**src/design/tdss_pkg.sv**
```systemverilog
// ----------------------------------------------------------------------------
// tdss_pkg: shared types and constants for the two-digit segment serialiser
// Segment code table, sequencer phases, register indexes and timing struct.
// ----------------------------------------------------------------------------
package tdss_pkg;

  // Bits per segment code and per display frame
  localparam int unsigned CodeBits  = 8;
  localparam int unsigned FrameBits = 2 * CodeBits;

  // Configuration register indexes
  localparam logic [1:0] REG_CLOCK_HALF_PERIOD = 2'd0;
  localparam logic [1:0] REG_LATCH_PULSE_WIDTH = 2'd1;

  // Configuration reset values
  localparam logic [15:0] CLOCK_HALF_PERIOD_RST = 16'd1;
  localparam logic [15:0] LATCH_PULSE_WIDTH_RST = 16'd50;

  // Serialiser phases
  typedef enum logic [1:0] {
    PH_IDLE,
    PH_SHIFT,
    PH_LATCH
  } phase_e;

  // Timing settings handed to the serialiser
  typedef struct packed {
    logic [15:0] clock_half_period;
    logic [15:0] latch_pulse_width;
  } timing_t;

  // Active-low segment code per symbol; out-of-range symbols show zero
  function automatic logic [CodeBits-1:0] seg_code(input logic [7:0] sym);
    logic [CodeBits-1:0] code;
    unique case (sym)
      8'd0:    code = 8'hC0;
      8'd1:    code = 8'hCF;
      8'd2:    code = 8'hA4;
      8'd3:    code = 8'hB0;
      8'd4:    code = 8'h99;
      8'd5:    code = 8'h92;
      8'd6:    code = 8'h82;
      8'd7:    code = 8'hF8;
      8'd8:    code = 8'h80;
      8'd9:    code = 8'h90;
      8'd10:   code = 8'h88;
      8'd11:   code = 8'h83;
      8'd12:   code = 8'hC6;
      8'd13:   code = 8'hA1;
      8'd14:   code = 8'h86;
      8'd15:   code = 8'h8E;
      8'd16:   code = 8'hFF; // blank
      8'd17:   code = 8'h7F; // decimal point
      default: code = 8'hC0;
    endcase
    return code;
  endfunction

endpackage

```
**src/design/two_digit_seven_segment_serializer.sv**
```systemverilog
// ----------------------------------------------------------------------------
// two_digit_seven_segment_serializer: two-digit display frame serialiser
// Maps two symbol indexes to segment codes and sends them out bit by bit,
// ones code first, marking the last bit for the latch pulse.
// ----------------------------------------------------------------------------
//  channel | direction | handshake               | payload
//  --------+-----------+-------------------------+----------------------------
//  in      | in        | in_valid_i / in_stall_o   | tens_digit_i, ones_digit_i
//  out     | out       | out_valid_o / out_stall_i | serial_bit_o, latch_after_o
//  cfg     | in        | cfg_valid_i / cfg_ready_o | cfg_index_i, cfg_data_i
//
//  One input beat yields 16 output beats. Each bit is paced by the
//  clock_half_period H (0 acts as 1) and the frame ends with a hold-off of
//  latch_pulse_width L (0 acts as 1). The next item is held in the input
//  register while a frame is shifting. Reset clears control state and sets
//  H = 1, L = 50; no clearing pass. Output stalls freeze the current bit;
//  input stalls only while both the input register and the serialiser are
//  occupied.
// ----------------------------------------------------------------------------
module two_digit_seven_segment_serializer
  import tdss_pkg::*;
(
  input  logic        clk_i,
  input  logic        rst_ni,
  input  logic        in_valid_i,
  output logic        in_stall_o,
  input  logic [7:0]  tens_digit_i,
  input  logic [7:0]  ones_digit_i,
  output logic        out_valid_o,
  input  logic        out_stall_i,
  output logic        serial_bit_o,
  output logic        latch_after_o,
  input  logic        cfg_valid_i,
  output logic        cfg_ready_o,
  input  logic [1:0]  cfg_index_i,
  input  logic [15:0] cfg_data_i
);

  timing_t              timing_q;
  logic                 full_q;
  logic [7:0]           tens_q;
  logic [7:0]           ones_q;
  logic                 accept;
  logic                 load;
  logic                 free;
  logic [FrameBits-1:0] frame;

  // Configuration registers, writes always taken
  assign cfg_ready_o = 1'b1;

  always_ff @(posedge clk_i or negedge rst_ni) begin
    if (!rst_ni) begin
      timing_q.clock_half_period <= CLOCK_HALF_PERIOD_RST;
      timing_q.latch_pulse_width <= LATCH_PULSE_WIDTH_RST;
    end else if (cfg_valid_i && cfg_ready_o) begin
      unique case (cfg_index_i)
        REG_CLOCK_HALF_PERIOD: timing_q.clock_half_period <= cfg_data_i;
        REG_LATCH_PULSE_WIDTH: timing_q.latch_pulse_width <= cfg_data_i;
        default: ; // unknown index ignored
      endcase
    end
  end

  // Input register
  assign load       = full_q && free;
  assign in_stall_o = full_q && !free;
  assign accept     = in_valid_i && !in_stall_o;

  always_ff @(posedge clk_i or negedge rst_ni) begin
    if (!rst_ni) begin
      full_q <= 1'b0;
    end else begin
      full_q <= accept || (full_q && !load);
    end
  end

  always_ff @(posedge clk_i) begin
    if (accept) begin
      tens_q <= tens_digit_i;
      ones_q <= ones_digit_i;
    end
  end

  // Segment lookup: ones code goes out first
  assign frame = {seg_code(ones_q), seg_code(tens_q)};

  tdss_shifter u_shifter (
    .clk_i         (clk_i),
    .rst_ni        (rst_ni),
    .timing_i      (timing_q),
    .load_i        (load),
    .frame_i       (frame),
    .free_o        (free),
    .out_valid_o   (out_valid_o),
    .out_stall_i   (out_stall_i),
    .serial_bit_o  (serial_bit_o),
    .latch_after_o (latch_after_o)
  );

  // A held item is never dropped before it is loaded
  a_hold_item: assert property (@(posedge clk_i) disable iff (!rst_ni)
    (full_q && !load) |=> full_q)
    else $error("held item lost");

  // Held digits stay put until loaded
  a_hold_digits: assert property (@(posedge clk_i) disable iff (!rst_ni)
    (full_q && !load) |=> ($stable(tens_q) && $stable(ones_q)))
    else $error("held digits changed");

  // Nothing is loaded from an empty input register
  a_load_full: assert property (@(posedge clk_i) disable iff (!rst_ni)
    load |-> full_q)
    else $error("load from empty input register");

endmodule

```
**src/design/tdss_shifter.sv**
```systemverilog
// ----------------------------------------------------------------------------
// tdss_shifter: paced frame serialiser
// Emits a 16-bit frame MSB first, one beat per bit, each bit paced by the
// shift-clock half period, then holds off for the latch pulse width.
// ----------------------------------------------------------------------------
module tdss_shifter
  import tdss_pkg::*;
(
  input  logic                 clk_i,
  input  logic                 rst_ni,
  input  timing_t              timing_i,
  input  logic                 load_i,
  input  logic [FrameBits-1:0] frame_i,
  output logic                 free_o,
  output logic                 out_valid_o,
  input  logic                 out_stall_i,
  output logic                 serial_bit_o,
  output logic                 latch_after_o
);

  localparam int unsigned CntW = $clog2(FrameBits);
  localparam logic [CntW-1:0] LastBit = CntW'(FrameBits - 1);

  phase_e                phase_q, phase_d;
  logic [CntW-1:0]       cnt_q;
  logic [FrameBits-1:0]  shift_q;
  logic [15:0]           pace_q;
  logic [15:0]           limit;
  logic                  pace_hit;
  logic                  beat;
  logic                  last;

  // Pacing: wait out the half period per bit, or the latch width after the frame
  assign limit    = (phase_q == PH_LATCH) ? timing_i.latch_pulse_width
                                          : timing_i.clock_half_period;
  assign pace_hit = ({1'b0, pace_q} + 17'd1) >= {1'b0, limit};
  assign beat     = out_valid_o && !out_stall_i;
  assign last     = (cnt_q == LastBit);

  // Next phase
  always_comb begin
    phase_d = phase_q;
    unique case (phase_q)
      PH_IDLE: begin
        if (load_i) phase_d = PH_SHIFT;
      end
      PH_SHIFT: begin
        if (beat && last) phase_d = PH_LATCH;
      end
      PH_LATCH: begin
        if (pace_hit) phase_d = load_i ? PH_SHIFT : PH_IDLE;
      end
      default: phase_d = PH_IDLE;
    endcase
  end

  // Outputs of the sequencer
  always_comb begin
    free_o        = (phase_q == PH_IDLE) || ((phase_q == PH_LATCH) && pace_hit);
    out_valid_o   = (phase_q == PH_SHIFT) && pace_hit;
    serial_bit_o  = shift_q[FrameBits-1];
    latch_after_o = last;
  end

  // Phase, bit count and pace counter
  always_ff @(posedge clk_i or negedge rst_ni) begin
    if (!rst_ni) begin
      phase_q <= PH_IDLE;
      cnt_q   <= '0;
      pace_q  <= '0;
    end else begin
      phase_q <= phase_d;
      if (load_i) begin
        cnt_q  <= '0;
        pace_q <= '0;
      end else if (beat) begin
        cnt_q  <= cnt_q + 1'b1;
        pace_q <= '0;
      end else if (!pace_hit) begin
        pace_q <= pace_q + 16'd1;
      end
    end
  end

  // Frame shift register
  always_ff @(posedge clk_i) begin
    if (load_i) begin
      shift_q <= frame_i;
    end else if (beat) begin
      shift_q <= {shift_q[FrameBits-2:0], 1'b0};
    end
  end

  // A frame is loaded only when the serialiser can take it
  a_load_when_free: assert property (@(posedge clk_i) disable iff (!rst_ni)
    load_i |-> free_o)
    else $error("frame loaded while serialiser busy");

  // The marked last beat always leads into the latch hold-off
  a_last_to_latch: assert property (@(posedge clk_i) disable iff (!rst_ni)
    (beat && latch_after_o) |=> (phase_q == PH_LATCH))
    else $error("latch phase not entered after last bit");

  // A new frame starts from its first bit
  a_load_cnt: assert property (@(posedge clk_i) disable iff (!rst_ni)
    load_i |=> (cnt_q == '0) && (phase_q == PH_SHIFT))
    else $error("frame did not start at bit zero");

endmodule

```
**config.mk**
```make
export PLATFORM = sky130hd
export DESIGN_NAME = two_digit_seven_segment_serializer
export DESIGN_NICKNAME = d
export VERILOG_FILES = /design/src/design/tdss_pkg.sv /design/src/design/two_digit_seven_segment_serializer.sv /design/src/design/tdss_shifter.sv
export SDC_FILE = /design/constraint.sdc
export NUM_CORES = 1
export LEC_CHECK = 0
export ABC_AREA = 1
export BUFFER_PORTS_ARGS = -buffer_cell sky130_fd_sc_hd__buf_2
export CAP_MARGIN = 20
export CORE_ASPECT_RATIO = 1.1
export CORE_MARGIN = 3
export CORE_UTILIZATION = 37
export DETAILED_ROUTE_END_ITERATION = 10
export PLACE_DENSITY_LB_ADDON = 0.08
export SYNTH_ARGS = -nofsm -noshare
export SYNTH_HDL_FRONTEND = slang
export SYNTH_SLANG_ARGS = --single-unit
```
**constraint.sdc**
```tcl
create_clock -name clk_i -period 7.11 [get_ports clk_i]
set_input_delay 1.422 -clock clk_i [delete_from_list [all_inputs] [get_ports clk_i]]
set_output_delay 1.422 -clock clk_i [all_outputs]
set_load 0.02 [all_outputs]
```
==> results.yml <==
synth:
  yosys.cell_types.count: 42
  synth-edff-count: 32
  syn_avg_cell_area_um2: 8.41
  synth_area_um2: 5580
  yosysWarningCount: 0
  syn_nets: 728
  synth_cells: 663
  yosys_register_bits: 103
  synth_ff_type: "dfrtp_1"
  synth_seq_area_share_pct: 47.7
  async_flop_share_pct: 53.4
timing:
  holdWs_ns: 0.485
  setup_tns_ns: 0
  period_share_pct: 71.3
  slew_violations: 0
  max_freq_mhz: 197
  rsz0062_at_grt: "no"
  fin_skew_ns: 0.00818
  setup_viol: 0
  max-slew-margin-rel_pct: 37.0
  hold_viol: 0
  tightest_slew_ns: 0.943
  period_minus_slack_ns: 5.07
clock_tree:
  postCtsSetupRepairBufs: 0
  postCtsHoldBufs: 0
  clock-sinks: 103
  ctsResizeCount: 0
  cts-root-buf: "clkbuf_16"
  cts_tree: "yes"
  numCtsBuffers: 9
  clk_pin_slew_ns: 0.07
  cts.htree.levels: 3
  clockBufferDepth: 2
  clkLatencyLatePin_ns: 0.35
setup_path:
  path_class: "register to primary output"
  worstRegToRegCells: 23
  cp_cell_sequence: "ha_1 -> nand2_1 -> nor2_2 -> nand2_2 -> nor3_1 -> inv_1 -> nor3_1 -> xor2_1 -> ha_1 -> a21oi_1 -> nor2_1 -> nor2_1 -> nand3_2 -> nor2_4 -> nand2_4 -> nand2_2 -> nand3_4 -> inv_1 -> buf_2"
  worstReg2RegStart: "u_shifter.pace_q[0]"
  critPathArrivalTime_ns: 3.64
  critPathMaxStageDelay_ns: 0.41
  critPathSlowestCell: "dfrtp_1"
  setup.worst_path.start_class: "register"
  crit_path_end_kind: "primary output"
  worstPathRequired_ns: 5.69
  cp_max_fo: 19
  regToRegSetupSlack_ns: 2.52
power:
  pwr-share-comb_pct: 28.4
  peakVddDrop_mv: 0.147
  swShare_pct: 34.0
  finalPower_uw: 1710
  p_int_uw: 1130
  power.density_nw_per_um2: 275
  pwr-share-seq_pct: 45.1
  switchingPower_uw: 583
  p_clk_share_pct: 26.5
  p_leak_uw: 0.00299
route:
  via_count: 4266
  drt_first_pass_iters: 4
  vias_per_cell: 4.74
  drt-total-wl_um: 11700
  drc: 0
  drtIter0Drc: 187
  routedWlPerCell_um: 13.0
  final_antenna_net_count: 0
grt:
  grt_overflow: 0
  grt_pass1_wl_um: 19900
  grt_antenna_before_repair: 0
  grt_max_degree: 56
  track_usage_pct: 15.1
  grt_pass1_vias: 4113
flow_run:
  cap_viol_max_count: 0
place:
  place_congestion: 0.849
  dp_hpwl_um: 8630
  io_buffers: 42
die:
  core_um2: 14600
  num_io_pins: 44
  die_h_um: 135
  initial_utilization_pct: 38.3
  die_width_um: 123
  die_area_um2: 16600
  rows: 46
layout:
  nets: 768
  drive_above_1_share_pct: 15.0
  syn2layout_area_growth_pct: 11.8
  diodes: 0
worst_hold_path:
  min_to: "timing_q[25]"
  hold_path_class: "register to register"
  worstHoldPathCells: 2
  worstHoldStart: "timing_q[25]"
outcome:
  status: "complete, no violations"
-- routing by layer --
metal / GRT usage, % / vias to the layer above / wire [µm]
met3: 2.47 / 15 / 322
met4: 5.66 / 0 / 186
met2: 26.9 / 53 / 6100
met1: 18.3 / 1977 / 5080
met5: 0 / - / 0
li1: - / 2221 / -
-- worst max-delay path: cells and delay by family (launching register included) --
family | cells | cell delay [ns]
flip-flops | 1 | 0.41
adder cells (fa/ha/maj) | 2 | 0.48
buffers and inverters | 3 | 0.36
XOR/XNOR | 1 | 0.22
AND/OR/NAND/NOR | 12 | 1.68
AO/OA/AOI/OAI | 1 | 0.15
-- synth_stat cells, drive strengths merged, types with 2 or more instances --
library cell    n  area, µm²
a211oi          2       15.0
a21oi          20        100
buf             5       52.6
clkbuf         12       55.1
dfrtp          51       1280
dfstp           4        105
dfxtp          16        320
edfxtp         32        961
ha             26        325
inv            77        289
mux2i          15        150
nand2         224        921
nand3          52        278
nand3b          4       30.0
nand4           2       12.5
nor2           32        148
nor3           10       55.1
o211ai          2       15.0
o21ai          54        285
o22a            2       17.5
or2             4       25.0
xnor2           3       26.3
xor2            8       70.1
-- worst max-delay path by stage --
stage,startpoint,endpoint,cells after the start
finish,u_shifter.pace_q[0],in_stall_o,19
CTS,u_shifter.pace_q[0],in_stall_o,19
global placement,u_shifter.pace_q[0],u_shifter.pace_q[11],21
floorplan,u_shifter.pace_q[0],in_stall_o,19
detailed placement,u_shifter.pace_q[0],in_stall_o,19
global route,u_shifter.pace_q[0],out_valid_o,19
-- layout make-up --
type	count	area [µm²]
clock buffers	9	225
clock inverters	7	40.0
fillers	1458	8320
inverters	77	289
flip-flops and latches	103	2660
multi-input cells	465	2510
repair buffers	47	272
well taps	192	240
-- power by group through the flow --
stage	Combinational, µW	Sequential (µW)	Clock (µW)
after floorplan	377	772	0
after global placement	477	783	0
after detailed placement	492	784	0
after CTS	494	773	472
after global routing	569	784	496
final	486	773	455
-- per-stage QoR --
stage | instance area [µm²] | instances | util [%] | setup slack (ns)
2_1_floorplan | 5580 | 663 | - | 2.84
3_3_place_gp | 5930 | 882 | 40.7 | 2.37
3_5_place_dp | 5960 | 883 | 40.9 | 2.43
4_1_cts | 6230 | 899 | 42.8 | 2.00
5_1_grt | 6240 | 900 | 42.8 | 1.63
6_report | 6240 | 900 | 42.8 | 2.04
-- logic make-up after synthesis --
group | Yosys count | share of synthesized area (%)
AND/OR/NAND/NOR | 329 | 26.5
flip-flops | 103 | 47.7
buffers and inverters | 95 | 7.27
AO/OA/AOI/OAI | 82 | 8.01
adder cells (fa/ha/maj) | 26 | 5.83
multiplexers | 16 | 2.89
XOR/XNOR | 11 | 1.73
other | 1 | 0.0672
-- cell usage in the layout (no fill, tap or decap), types with 2 or more instances in the layout --
cell,netlist,routed
a211oi_1,2,2
a21oi_1,20,20
buf_2,2,42
buf_4,1,3
clkbuf_16,0,9
clkinv_1,0,3
clkinvlp_4,0,2
dfrtp_1,51,51
dfstp_2,4,4
dfxtp_1,16,16
edfxtp_1,32,32
ha_1,26,26
inv_1,76,76
mux2i_1,15,15
nand2_1,202,202
nand2_2,17,17
nand2_4,5,5
nand3_1,50,50
nand3b_1,4,4
nand4_1,2,2
nor2_1,25,25
nor2_2,5,5
nor2_4,2,2
nor3_1,9,9
o211ai_1,2,2
o21ai_0,50,50
o21ai_2,4,4
o22a_1,2,2
or2_2,4,4
xnor2_1,3,3
xor2_1,8,8
Power figures use the tool's default switching activity.
